--- src/sv/kccp_pkg.sv ---
`default_nettype none
package kccp_pkg;

    localparam int unsigned ARG_SLOTS = 3;

    // opcodes
    localparam logic [7:0] OP_RESET_CMD  = 8'h80;
    localparam logic [7:0] OP_BTN_ACTION = 8'h07;
    localparam logic [7:0] OP_REL_MOUSE  = 8'h08;
    localparam logic [7:0] OP_ABS_MOUSE  = 8'h09;
    localparam logic [7:0] OP_KEY_MOUSE  = 8'h0a;
    localparam logic [7:0] OP_THRESH     = 8'h0b;
    localparam logic [7:0] OP_SCALE      = 8'h0c;
    localparam logic [7:0] OP_LOAD_POS   = 8'h0e;
    localparam logic [7:0] OP_Y_BOTTOM   = 8'h0f;
    localparam logic [7:0] OP_Y_TOP      = 8'h10;
    localparam logic [7:0] OP_RESUME     = 8'h11;
    localparam logic [7:0] OP_PTR_OFF    = 8'h12;
    localparam logic [7:0] OP_PAUSE      = 8'h13;
    localparam logic [7:0] OP_JS_EVENT   = 8'h14;
    localparam logic [7:0] OP_JS_POLL    = 8'h15;
    localparam logic [7:0] OP_JS_WATCH   = 8'h17;
    localparam logic [7:0] OP_FIRE_BTN   = 8'h18;
    localparam logic [7:0] OP_JS_KEYS    = 8'h19;
    localparam logic [7:0] OP_JS_OFF     = 8'h1a;
    localparam logic [7:0] OP_SET_CLOCK  = 8'h1b;
    localparam logic [7:0] OP_MEM_LOAD   = 8'h20;
    localparam logic [7:0] OP_MEM_READ   = 8'h21;
    localparam logic [7:0] OP_EXECUTE    = 8'h22;

    // mode codes
    localparam logic [1:0] PTR_OFF  = 2'd0;
    localparam logic [1:0] PTR_REL  = 2'd1;
    localparam logic [1:0] PTR_ABS  = 2'd2;
    localparam logic [1:0] PTR_KEYS = 2'd3;

    localparam logic [2:0] JS_OFF   = 3'd0;
    localparam logic [2:0] JS_FIRE  = 3'd1;
    localparam logic [2:0] JS_EVENT = 3'd2;
    localparam logic [2:0] JS_POLL  = 3'd3;
    localparam logic [2:0] JS_WATCH = 3'd4;

    typedef logic [ARG_SLOTS-1:0][7:0] t_args;

    typedef struct packed {
        logic [7:0] pending_opcode;
        logic [7:0] bytes_due;
        logic [2:0] arg_index;
        logic       in_data_phase;
    } t_ctl;

    typedef struct packed {
        logic [1:0] ptr_mode;
        logic       button_keys;
        logic [1:0] button_repeat;
        logic [2:0] joystick_mode;
        logic       output_enabled;
        logic       y_origin_top;
        logic [7:0] key_delta_x;
        logic [7:0] key_delta_y;
        logic [7:0] motion_thresh_x;
        logic [7:0] motion_thresh_y;
    } t_modes;

    function automatic logic [7:0] arg_count(input logic [7:0] op);
        logic [7:0] cnt;
        cnt = 8'd0;
        unique case (op) inside
            OP_RESET_CMD, OP_BTN_ACTION, OP_JS_WATCH:               cnt = 8'd1;
            OP_KEY_MOUSE, OP_THRESH, OP_SCALE, OP_MEM_READ, OP_EXECUTE: cnt = 8'd2;
            OP_MEM_LOAD:                                            cnt = 8'd3;
            OP_ABS_MOUSE:                                           cnt = 8'd4;
            OP_LOAD_POS:                                            cnt = 8'd5;
            OP_JS_KEYS, OP_SET_CLOCK:                               cnt = 8'd6;
            default:                                                cnt = 8'd0;
        endcase
        return cnt;
    endfunction

endpackage
`default_nettype wire

--- src/sv/keyboard_controller_command_parser_top.sv ---
`default_nettype none
// Command parser for an input controller.
// Input channel: one command word per handshake (i_in_valid / o_in_stall,
// payload i_cmd_byte), opcode or argument byte of the pending command.
// Output channel: one result word per command word (o_out_valid /
// i_out_stall): the mode, delta and threshold registers after that word,
// plus o_awaiting_args while argument or data words are still due.
// Path: a word accepted into the input register passes through the step logic
// into the result register, from which the receiver takes it.
// Throughput: one word per cycle while the receiver does not stall; the
// parser state and mode registers are updated from the input register word.
// When the receiver stalls, the result holds and o_in_stall is high in every
// cycle in which a word waits in the input register behind it; no word is
// lost or repeated.
// Reset clears the parser, all modes, deltas and thresholds to zero and
// drops both valids.
module keyboard_controller_command_parser_top (
    input  wire logic       i_clk,
    input  wire logic       i_rst_n,
    input  wire logic       i_in_valid,
    output logic            o_in_stall,
    input  wire logic [7:0] i_cmd_byte,
    output logic            o_out_valid,
    input  wire logic       i_out_stall,
    output logic [1:0]      o_mouse_mode,
    output logic            o_button_keys,
    output logic [1:0]      o_button_repeat,
    output logic [2:0]      o_joystick_mode,
    output logic            o_output_enabled,
    output logic            o_y_origin_top,
    output logic [7:0]      o_key_delta_x,
    output logic [7:0]      o_key_delta_y,
    output logic [7:0]      o_motion_thresh_x,
    output logic [7:0]      o_motion_thresh_y,
    output logic            o_awaiting_args
);
    import kccp_pkg::*;

    logic       r_in_valid;
    logic [7:0] r_in_byte;
    logic       r_out_valid;
    t_ctl       r_ctl;
    t_ctl       n_ctl;
    t_modes     r_modes;
    t_modes     n_modes;
    t_args      r_args;
    t_args      n_args;
    logic       in_fire;
    logic       proc;

    assign proc       = r_in_valid && (!r_out_valid || !i_out_stall);
    assign o_in_stall = r_in_valid && !proc;
    assign in_fire    = i_in_valid && !o_in_stall;

    kccp_step u_step (
        .i_byte  (r_in_byte),
        .i_ctl   (r_ctl),
        .i_modes (r_modes),
        .i_args  (r_args),
        .o_ctl   (n_ctl),
        .o_modes (n_modes),
        .o_args  (n_args)
    );

    always_ff @(posedge i_clk) begin
        if (!i_rst_n) begin
            r_in_valid  <= 1'b0;
            r_out_valid <= 1'b0;
            r_ctl       <= '0;
            r_modes     <= '0;
        end else begin
            if (in_fire) begin
                r_in_valid <= 1'b1;
            end else if (proc) begin
                r_in_valid <= 1'b0;
            end
            if (proc) begin
                r_out_valid <= 1'b1;
                r_ctl       <= n_ctl;
                r_modes     <= n_modes;
            end else if (!i_out_stall) begin
                r_out_valid <= 1'b0;
            end
        end
    end

    always_ff @(posedge i_clk) begin
        if (in_fire) begin
            r_in_byte <= i_cmd_byte;
        end
        if (proc) begin
            r_args <= n_args;
        end
    end

    // the mode registers double as the result register
    assign o_out_valid       = r_out_valid;
    assign o_mouse_mode      = r_modes.ptr_mode;
    assign o_button_keys     = r_modes.button_keys;
    assign o_button_repeat   = r_modes.button_repeat;
    assign o_joystick_mode   = r_modes.joystick_mode;
    assign o_output_enabled  = r_modes.output_enabled;
    assign o_y_origin_top    = r_modes.y_origin_top;
    assign o_key_delta_x     = r_modes.key_delta_x;
    assign o_key_delta_y     = r_modes.key_delta_y;
    assign o_motion_thresh_x = r_modes.motion_thresh_x;
    assign o_motion_thresh_y = r_modes.motion_thresh_y;
    assign o_awaiting_args   = r_ctl.bytes_due != 8'd0;

    a_data_phase_mem_load: assert property (@(posedge i_clk) disable iff (!i_rst_n)
        r_ctl.in_data_phase |-> r_ctl.pending_opcode == OP_MEM_LOAD)
        else $error("data phase outside memory load");

    a_idle_index_clear: assert property (@(posedge i_clk) disable iff (!i_rst_n)
        r_ctl.bytes_due == 8'd0 |-> (r_ctl.arg_index == 3'd0 && !r_ctl.in_data_phase))
        else $error("argument index left over after command");

    a_no_watch_mode: assert property (@(posedge i_clk) disable iff (!i_rst_n)
        r_modes.joystick_mode != JS_WATCH && r_modes.ptr_mode != PTR_ABS)
        else $error("unreachable mode entered");

    a_state_held_when_idle: assert property (@(posedge i_clk) disable iff (!i_rst_n)
        !proc |=> ($stable(r_ctl) && $stable(r_modes)))
        else $error("parser state changed without a word");

endmodule
`default_nettype wire

--- src/sv/kccp_step.sv ---
`default_nettype none
module kccp_step (
    input  wire logic [7:0]      i_byte,
    input  wire kccp_pkg::t_ctl  i_ctl,
    input  wire kccp_pkg::t_modes i_modes,
    input  wire kccp_pkg::t_args i_args,
    output kccp_pkg::t_ctl       o_ctl,
    output kccp_pkg::t_modes     o_modes,
    output kccp_pkg::t_args      o_args
);
    import kccp_pkg::*;

    logic [7:0] due_m1;

    assign due_m1 = i_ctl.bytes_due - 8'd1;

    always_comb begin
        o_ctl   = i_ctl;
        o_modes = i_modes;
        o_args  = i_args;
        if (i_ctl.bytes_due != 8'd0) begin
            if (!i_ctl.in_data_phase) begin
                if (i_ctl.arg_index < 3'(ARG_SLOTS)) begin
                    o_args[i_ctl.arg_index[1:0]] = i_byte;
                end
                if (i_ctl.arg_index != 3'd7) begin
                    o_ctl.arg_index = i_ctl.arg_index + 3'd1;
                end
            end
            o_ctl.bytes_due = due_m1;
            if (due_m1 == 8'd0) begin
                if (i_ctl.pending_opcode == OP_MEM_LOAD && !i_ctl.in_data_phase
                        && o_args[2] != 8'd0) begin
                    // header done, skip the data words
                    o_ctl.in_data_phase = 1'b1;
                    o_ctl.bytes_due     = o_args[2];
                end else begin
                    o_ctl.in_data_phase = 1'b0;
                    o_ctl.arg_index     = 3'd0;
                    case (i_ctl.pending_opcode)
                        OP_BTN_ACTION: begin
                            if (o_args[0][2]) begin
                                o_modes.button_keys = 1'b1;
                            end else begin
                                o_modes.button_keys   = 1'b0;
                                o_modes.button_repeat = o_args[0][1:0];
                            end
                        end
                        OP_KEY_MOUSE: begin
                            o_modes.ptr_mode    = PTR_KEYS;
                            o_modes.key_delta_x = o_args[0];
                            o_modes.key_delta_y = o_args[1];
                        end
                        OP_THRESH: begin
                            o_modes.motion_thresh_x = o_args[0];
                            o_modes.motion_thresh_y = o_args[1];
                        end
                        default: ;
                    endcase
                end
            end
        end else begin
            o_ctl.pending_opcode = i_byte;
            o_ctl.arg_index      = 3'd0;
            o_ctl.in_data_phase  = 1'b0;
            o_ctl.bytes_due      = arg_count(i_byte);
            unique case (i_byte)
                OP_REL_MOUSE:  o_modes.ptr_mode       = PTR_REL;
                OP_PTR_OFF:    o_modes.ptr_mode       = PTR_OFF;
                OP_Y_BOTTOM:   o_modes.y_origin_top   = 1'b0;
                OP_Y_TOP:      o_modes.y_origin_top   = 1'b1;
                OP_RESUME:     o_modes.output_enabled = 1'b1;
                OP_PAUSE:      o_modes.output_enabled = 1'b0;
                OP_JS_EVENT:   o_modes.joystick_mode  = JS_EVENT;
                OP_JS_POLL:    o_modes.joystick_mode  = JS_POLL;
                OP_FIRE_BTN:   o_modes.joystick_mode  = JS_FIRE;
                OP_JS_OFF:     o_modes.joystick_mode  = JS_OFF;
                default: ;
            endcase
        end
    end

endmodule
`default_nettype wire
--- config.mk ---
export PLATFORM = sky130hd
export DESIGN_NAME = keyboard_controller_command_parser_top
export DESIGN_NICKNAME = d
export VERILOG_FILES = /design/src/sv/kccp_pkg.sv /design/src/sv/keyboard_controller_command_parser_top.sv /design/src/sv/kccp_step.sv
export SDC_FILE = /design/constraint.sdc
export NUM_CORES = 1
export LEC_CHECK = 0
export BUFFER_PORTS_ARGS = -buffer_cell sky130_fd_sc_hd__buf_2
export CAP_MARGIN = 10
export CORE_MARGIN = 5
export CORE_UTILIZATION = 60
export CTS_BUF_LIST = sky130_fd_sc_hd__clkbuf_4
export CTS_CLUSTER_SIZE = 12
export DETAILED_ROUTE_END_ITERATION = 7
export PLACE_DENSITY = 0.86
export SLEW_MARGIN = 20
export SYNTH_ARGS = -nofsm -noshare
export SYNTH_HDL_FRONTEND = slang
export SYNTH_SLANG_ARGS = --single-unit
--- constraint.sdc ---
create_clock -name i_clk -period 3.75 [get_ports i_clk]
set_clock_uncertainty 0.2 [all_clocks]
set_input_delay 0.1875 -clock i_clk [delete_from_list [all_inputs] [get_ports i_clk]]
set_output_delay 0.1875 -clock i_clk [all_outputs]
set_load 0.005 [all_outputs]
After elaboration in Yosys (flattened, before gate mapping)
Cells that the tools add are included.
- output and inout port bits: 45
- register bits after elaboration: 96
- input port bits: 12
- logic and storage cells: 123
- equal/unequal tests: 32
- $add $sub $neg: 2
- reductions and logical operators: 34
- $lt $le $gt $ge: 3
- bitwise operators: 3
- muxes and demuxes: 29
- operator list (cell ; number):
    == test 8 x 5 -> 1 bit, second input constant ; 11
    == test 8 x 4 -> 1 bit, second input constant ; 9
    2-to-1 mux 24 bit ; 3
    == test 8 x 6 -> 1 bit, second input constant ; 4
    bitwise mux 24 bit ; 1
    2-to-1 mux 12 bit ; 2
    AND reduction 5 bit ; 4
    case mux 3 bit (6 select lines) ; 1
    demux 8 bit (select 2 bit) ; 1
    == test 8 x 3 -> 1 bit, second input constant ; 2
    2-to-1 mux 8 bit ; 2
    nonzero test 8 bit ; 2
    2-to-1 mux 3 bit ; 4
    case mux 3 bit (4 select lines) ; 1
    2-to-1 mux 5 bit ; 2
    AND reduction 3 bit ; 3
    == test 8 bit, second input constant ; 1
    zero test 8 bit ; 1
    subtractor 8 x 1 -> 8 bit, second input constant ; 1
    logical AND 1 bit ; 6
    2-to-1 mux 1 bit ; 6
    2-to-1 mux 2 bit ; 3
    != test 2 x 1 -> 1 bit, second input constant ; 3
    AND reduction 2 bit ; 3
    18 further kinds ; 27

Logic depth before layout (Yosys ltp)
Gate-level depths: netlist of the first run.
- word-level depth: 13
- depth in mapped cells: 11
- gate-level depth less buffers: 9

By module
A second synthesis of the first run with hierarchy kept.
- cell total of the unflattened synthesis: 607
- area, all modules: 5756.8 um2
- modules (own cells, without submodules) (module ; area an instance (um2) ; seq. area each (um2) ; times used ; cells each):
    keyboard_controller_command_parser_top ; 3606.0 ; 2242.2 ; 1 ; 312
    kccp_step ; 2150.8 ; 0.0 ; 1 ; 295

Worst setup path before layout of the first run
No wires, ideal clock.
- path type: register to register
- from: register r_ctl[4] in the netlist's numbering
- to: register r_ctl[1] in the netlist's numbering
- library setup time: 0.095 ns
- setup slack: 1.090 ns
- data required time: 3.455 ns
- clock period less this slack: 2.660 ns
- stages on the path, launching flop included: 11
- arrival time: 2.364 ns
- path buffers: 1
- cells stage by stage: dfxtp_1 inv_1 ha_1 nor3b_1 and2_0 buf_6 inv_2 nand2_2 inv_1 o211ai_1 a221oi_1
- elaborated cells between the ends (all ways): 5
- classes of those cells: 1 x add/sub; 2 x mux; 2 x reduce/logical
- RTL lines (what ; line ; RTL):
    from (decl) ; keyboard_controller_command_parser_top.sv:42 ; t_ctl r_ctl;
    from (signal assigned) ; keyboard_controller_command_parser_top.sv:79 ; r_ctl <= n_ctl;
    nonzero test 8 bit ; - ;
    via o_awaiting_args ; keyboard_controller_command_parser_top.sv:35 ; output logic o_awaiting_args
    2-to-1 mux 12 bit ; kccp_step.sv:21 ; if (i_ctl.bytes_due != 8'd0) begin
The timed path passes the listed nets, and every way through them passes these cells. The select of a mux whose other input is x is not followed.
A chain may end at the register's enable or synchronous reset.

Worst setup path in the final report of the first run
- from: register r_ctl[4] in the netlist's numbering
- to: register r_args[11] in the netlist's numbering, enable pin
- longest elaborated chain between the ends: 2
- ends and longest elaborated chain (what ; line ; RTL):
    nonzero test 8 bit ; kccp_step.sv:21 ;
    AND reduction 2 bit (no line) ; - ;
    to (signal assigned) ; keyboard_controller_command_parser_top.sv:92 ; r_args <= n_args;
    to (decl) ; keyboard_controller_command_parser_top.sv:46 ; t_args r_args;
No other way between the ends.

==> metrics.md, run 1 <==
| Metric | Value |
|---|---|
| Status | `finished, final reports clean` |
| Worst slew pin tran | `0.859 ns` |
| Crit. End Element | `flip-flop` |
| Final Util | `70.0%` |
| PostCTS Resize Cnt | `0` |
| Synth Cell Area | `4490 µm²` |
| TritonCTS Buffers | `9` |
| Number of global-route vias before repair | `around 3400` |
| Crit Path Class | `flip-flop to flip-flop` |
| Post-CTS Setup Inserts | `0` |
| Hold WS | `around 0.18 ns` |
| Post-place instance area | `4820 µm²` |
| TritonCTS Sinks | `95` |
| Post-synth top flop | `dfxtp_1` |
| Post-place setup slack | `0.893 ns` |
| Final routed DRC violation total | `0` |
| Syn_area_per_cell | `~10 µm²` |
| Starting density of the core | `61.9%` |
| Fillers | `approximately 540` |
| TritonRoute pass-1 iters | `5` |
| Routed length per instance | `between 15 and 20 µm` |
| Overall power | `roughly 2.7 mW` |
| Via density | `between 6 and 7` |
| Crit-path max FO | `16` |
| Library cells used by synthesis | `between 60 and 70` |
| Hold Buf Count CTS | `11` |
| Final Hold Fails | `0` |
| DR iter-0 viols | `336` |
| Worst skew pair latency | `roughly 0.44 ns` |
| Non-Filler Instances | `590` |
| Design area | `5080 µm²` |
| Synth Instances | `between 400 and 500` |
| Max VDD drop | `~0.00027 V` |
| Gr ovfl total | `0` |
| Nets | `504` |
| Fmax | `337 MHz` |
| Max capacitance violation total | `0` |
| Routability cong. | `0.910` |
| Placed cell count | `563` |
| Bufs on Longest Clock Path | `2` |
| # IOs | `between 50 and 60` |
| Ant. Diodes | `0` |
| DRT Wirelength | `~10000 µm` |
| Number of synthesized flops with an enable pin | `32` |
| Initial antenna violation count | `0` |
| Hold Path Class | `input port to flip-flop` |
| Share of cells above drive strength 1 | `between 20% and 30%` |
| Startpoint types | `flip-flop` |
| Core Area | `7250 µm²` |
| Clk root buf | `clkbuf_4` |
| Fin crit share | `between 70% and 80%` |
| Area Growth Syn to Fin | `13.0%` |
| Critical Path RT | `approximately 3.7 ns` |
| Seq/Total Area, Yosys | `just under 50%` |
| RSZ-0062 raised after global routing | `false` |
| CP Data Arrival Time | `2.95 ns` |
| Tot GR Track Use | `roughly a quarter` |
| Final setup fails | `0` |
| Leak | `between 2 and 2.5 nW` |
| Reg clk slew, reported paths | `0.15 ns` |
| # rows | `31` |
| Die Ht | `approximately 97 µm` |
| Final HPWL DP | `7110 µm` |
| H-Tree Depth | `3` |
| #FFs+latches synth | `95` |
| Fraction of registers with async set/reset | `0%` |
| Rel. slew slack | `between 40% and 50%` |
| Setup WS post-layout | `approximately 0.8 ns` |
| Period minus WS final | `between 2 and 3 ns` |
| Die Width | `around 97 µm` |
| CTS tree | `done` |
| Yosys warnings | `0` |
| I/O Buffers | `55` |
| Syn nets | `around 450` |
| Setup TNS | `0 ns` |
| Power Density | `534 nW/µm²` |
| Die ar. | `between 9000 and 10000 µm²` |
| Slew Viols, Final | `0` |
| First-pass GRT wire length | `16700 µm` |
| Antenna Nets Post-Route | `0` |
| Largest net degree at the start of global routing | `just over 60` |
| Routed via count | `3549` |
==> where the power goes <==
group | internal (mW) | leakage [nW] | switching (mW) | total (mW)
Clock | 0.218 | 0.0828 | 0.350 | 0.568
Combinational | 0.338 | 1.19 | 0.502 | 0.840
Sequential | 1.21 | 0.806 | 0.0922 | 1.31
==> synth_stat cells, types with 4 or more instances <==
cell type  count  area share [%]
dfxtp_1       63              28
nand2_1       62             5.2
mux2i_1       44             9.8
edfxtp_1      32              21
mux2_2        25             6.3
clkbuf_1      22             1.8
a21oi_1       17             1.9
nor2_1        17             1.4
nand3_1       13             1.4
nor3_1        13             1.4
o21ai_0       10             1.1
inv_1          7            0.58
nand4_1        7            0.97
nor2b_1        7            0.97
ha_1           6             1.7
a31oi_1        4            0.56
buf_2          4            0.45
nor4_1         4            0.56
nor4b_1        4            0.78
==> final cells by class <==
type	instances	area [µm²]	area share [%]
clock inverter	6	70.1	1.38
timing repair buffer	76	460	9.07
inverter	9	33.8	0.665
tap	99	124	2.44
clock buffer	10	75.1	1.48
sequential	95	2220	43.8
multi-input combinational	295	2090	41.2
==> kinds of logic (layout without fill, tap and decap cells) <==
logic type / after synthesis / after routing / share of synthesized area [%]
AO/OA/AOI/OAI: 59 / 59 / 9.08
XOR/XNOR: 3 / 3 / 0.585
adder cells (fa/ha/maj): 6 / 6 / 1.67
buffers and inverters: 40 / 101 / 4.29
flip-flops: 95 / 95 / 49.5
multiplexers: 69 / 69 / 16.1
other: 1 / 1 / 0.0835
AND/OR/NAND/NOR: 157 / 157 / 18.8
==> layer usage <==
| layer | GRT usage (%) | part of all wire (%) |
|---|---|---|
| met4 | 8.29 | 2.0 |
| met3 | 5.50 | 7.4 |
| met5 | 0 | 0 |
| met1 | 29.6 | 40 |
| met2 | 39.0 | 50 |
==> layout by cell type, fill, tap and decap left out, types with 3 or more instances in the layout <==
cell type       n
dfxtp_1        63
nand2_1        62
buf_2          55
mux2i_1        44
edfxtp_1       32
mux2_2         25
a21oi_1        17
nor2_1         17
nor3_1         13
nand3_1        13
dlygate4sd3_1  11
o21ai_0        10
clkbuf_4       10
buf_4          10
nor2b_1         7
inv_1           7
nand4_1         7
ha_1            6
nor4b_1         4
nor4_1          4
a31oi_1         4
or4_4           3
nand2b_1        3
nand3b_1        3
o22ai_1         3
o211ai_1        3
==> registers in the layout, indices dropped and copies added, names as in the netlist, 2 cells and up <==
register / count
o_button_repeat: 2
o_key_delta_y: 8
o_joystick_mode: 2
o_motion_thresh_y: 8
o_motion_thresh_x: 8
r_in_byte: 8
o_key_delta_x: 8
r_ctl: 20
r_args: 24
o_mouse_mode: 2
==> worst max-delay path, stage by stage (launching register included) <==
cell and delay (ns):
dfxtp_1 0.39, inv_1 0.10, ha_1 0.23, nor3b_1 0.50, and2_0 0.49, inv_2 0.12, nand2_2 0.13, inv_1 0.23
buf_4 0.30
==> path summary, 6_finish.rpt <==
path                                                        start                           endpoint  slack, ns  depth (start not counted)
worst min register to register  o_motion_thresh_y[5]$_SDFFE_PN0P_  o_motion_thresh_y[5]$_SDFFE_PN0P_       0.27                          2
worst max-delay path                        r_ctl[4]$_SDFFE_PN0P_               r_args[11]$_DFFE_PP_       0.78                          8
worst min-delay path                                      i_rst_n  o_motion_thresh_y[5]$_SDFFE_PN0P_       0.18                          4
worst max register to register              r_ctl[4]$_SDFFE_PN0P_               r_args[11]$_DFFE_PP_       0.78                          8
(Power assumes the default switching activity.)
==> run 2, diff against run 1 <==
==> constraint.sdc (replaced) <==
create_clock -name i_clk -period 3 [get_ports i_clk]
set_clock_uncertainty 0.2 [all_clocks]
set_input_delay 0.15 -clock i_clk [delete_from_list [all_inputs] [get_ports i_clk]]
set_output_delay 0.15 -clock i_clk [all_outputs]
set_load 0.005 [all_outputs]
==> metrics.md, run 2 (synthesis results as in run 1) <==
| Metric | Value |
|---|---|
| # rows | `31` |
| Placed cell count | `570` |
| Crit-path max FO | `16` |
| Die Ht | `roughly 97 µm` |
| CP Data Arrival Time | `between 2 and 3 ns` |
| Top flop regs | `r_args (24), r_ctl (20)` |
| Max capacitance violation total | `0` |
| H-Tree Depth | `3` |
| Period minus WS final | `roughly 2.7 ns` |
| First-pass GRT wire length | `roughly 17000 µm` |
| TritonCTS Buffers | `9` |
| Hold WS | `0.193 ns` |
| Max reg flops | `24` |
| Bufs on Longest Clock Path | `2` |
| Area occupied by multi-input gates | `about 2100 µm²` |
| Die ar. | `9320 µm²` |
| Worst slew pin tran | `between 0.6 and 0.7 ns` |
| Max VDD drop | `roughly 0.00038 V` |
| Nets | `just over 500` |
| Post-CTS Setup Inserts | `0` |
| I/O Buffers | `55` |
| Gr ovfl total | `0` |
| Ant. Diodes | `0` |
| Met3 Usage GRT | `under 10%` |
| Final setup fails | `0` |
| Initial antenna violation count | `0` |
| Met2 GRT Util | `around 41%` |
| Largest net degree at the start of global routing | `33` |
| Routed via count | `3609` |
| Share of cells above drive strength 1 | `between 20% and 30%` |
| Status | `finished, final reports clean` |
| Slew Viols, Final | `0` |
| Via density | `around 6` |
| Biggest register | `r_args` |
| DR iter-0 viols | `about 320` |
| Routability cong. | `roughly 0.9` |
| Switching share of power | `between 30% and 40%` |
| P_sw | `1.22 mW` |
| DRT Wirelength | `10500 µm` |
| Grt peak-use layer | `met2` |
| Most frequent cells in the layout | `dfxtp_1, nand2_1, buf_2, mux2i_1, edfxtp_1` |
| Reg clk slew, reported paths | `approximately 0.15 ns` |
| Number of global-route vias before repair | `3601` |
| Critical Path RT | `2.96 ns` |
| Antenna Nets Post-Route | `0` |
| Clk root buf | `clkbuf_4` |
| Met1 Use GR | `~30%` |
| Crit Path Class | `flip-flop to flip-flop` |
| Internal | `2.18 mW` |
| Non-Filler Instances | `between 500 and 600` |
| Rel. slew slack | `~55%` |
| Fin crit share | `between 90% and 100%` |
| Power Density | `about 660 nW/µm²` |
| Comb pwr share | `roughly a third` |
| Final Hold Fails | `0` |
| TritonRoute pass-1 iters | `5` |
| Core Area | `just over 7000 µm²` |
| Leak | `roughly 2.1 nW` |
| PostCTS Resize Cnt | `0` |
| Fillers | `between 500 and 600` |
| Worst skew pair latency | `0.46 ns` |
| Final routed DRC violation total | `0` |
| Starting density of the core | `between 60% and 70%` |
| Die Width | `between 90 and 100 µm` |
| Tot GR Track Use | `between 20% and 30%` |
| RSZ-0062 raised after global routing | `false` |
| Share of power burned in registers | `48.0%` |
| CTS tree | `done` |
| # IOs | `between 50 and 60` |
| Area Growth Syn to Fin | `14.0%` |
| TritonCTS Sinks | `95` |
| Hold Path Class | `input port to flip-flop` |
| Register area | `2220 µm²` |
| Fmax | `~370 MHz` |
| Clock power frac | `about a fifth` |
| Hold Buf Count CTS | `12` |
| Crit. End Element | `flip-flop` |
| Routed length per instance | `between 15 and 20 µm` |
| Startpoint types | `flip-flop` |
| Most common cell after layout, fill and taps aside | `dfxtp_1` |
| Final HPWL DP | `around 7300 µm` |
| Setup TNS | `0 ns` |
-- run 2: changes by cell type in the layout (fill, tap and decap cells not counted) --
cell,delta
buf_4,+7
bufinv_16,-1
clkbuf_4,-1
clkinv_1,+1
clkinv_2,-1
clkinv_4,-1
dlygate4sd3_1,+1
inv_4,-1
inv_6,+4
-- run 2: per-layer routing --
layer | vias up | wire (µm) | part of all wire, %
li1 | 1681 | - | -
met1 | 1752 | 4270 | 41
met2 | 152 | 5380 | 51
met3 | 24 | 620 | 5.9
met4 | 0 | 217 | 2.1
met5 | - | 0 | 0
-- run 2: stage by stage --
step                setup slack (ns)  utilization (%)  power, mW  cell area, µm²
floorplan                      0.340                -       2.44            4490
global placement               0.435             67.2       2.69            4870
detailed placement             0.340             67.2       2.72            4870
CTS                            0.321             70.6       3.38            5120
global route                   0.112             70.6       3.56            5120
finish                         0.266             70.6       3.39            5120
-- run 2: cell type report --
cell class,instances,share of cell area (%)
multi-input cells,295,40.9
well taps,99,2.42
clock inverters,7,1.15
flip-flops and latches,95,43.4
repair buffers,84,10.2
inverters,9,0.660
clock buffers,9,1.32
-- run 2: final timing paths --
kind | endpoint | slack, ns | depth (start not counted) | startpoint
worst max-delay path | r_args[11]$_DFFE_PP_ | 0.27 | 8 | r_ctl[4]$_SDFFE_PN0P_
worst max register to register | r_args[11]$_DFFE_PP_ | 0.27 | 8 | r_ctl[4]$_SDFFE_PN0P_
worst min-delay path | r_in_byte[1]$_DFFE_PP_ | 0.19 | 2 | i_cmd_byte[1]
worst min register to register | o_motion_thresh_y[6]$_SDFFE_PN0P_ | 0.26 | 2 | o_motion_thresh_y[6]$_SDFFE_PN0P_
-- run 2: worst max-delay path, cell delays in order, from the launching register on --
cell	delay (ns)
dfxtp_1	0.46
inv_1	0.10
ha_1	0.26
nor3b_1	0.17
and2_0	0.25
inv_2	0.14
nand2_2	0.10
inv_1	0.40
buf_4	0.35
-- run 2: power by group through the flow --
| stage | Combinational [mW] | Sequential (mW) | Clock [mW] |
|---|---|---|---|
| 2_1_floorplan | 0.825 | 1.62 | 0 |
| 3_3_place_gp | 1.05 | 1.64 | 0 |
| 3_5_place_dp | 1.07 | 1.65 | 0 |
| 4_1_cts | 1.09 | 1.62 | 0.665 |
| 5_1_grt | 1.20 | 1.64 | 0.723 |
| 6_report | 1.10 | 1.63 | 0.660 |
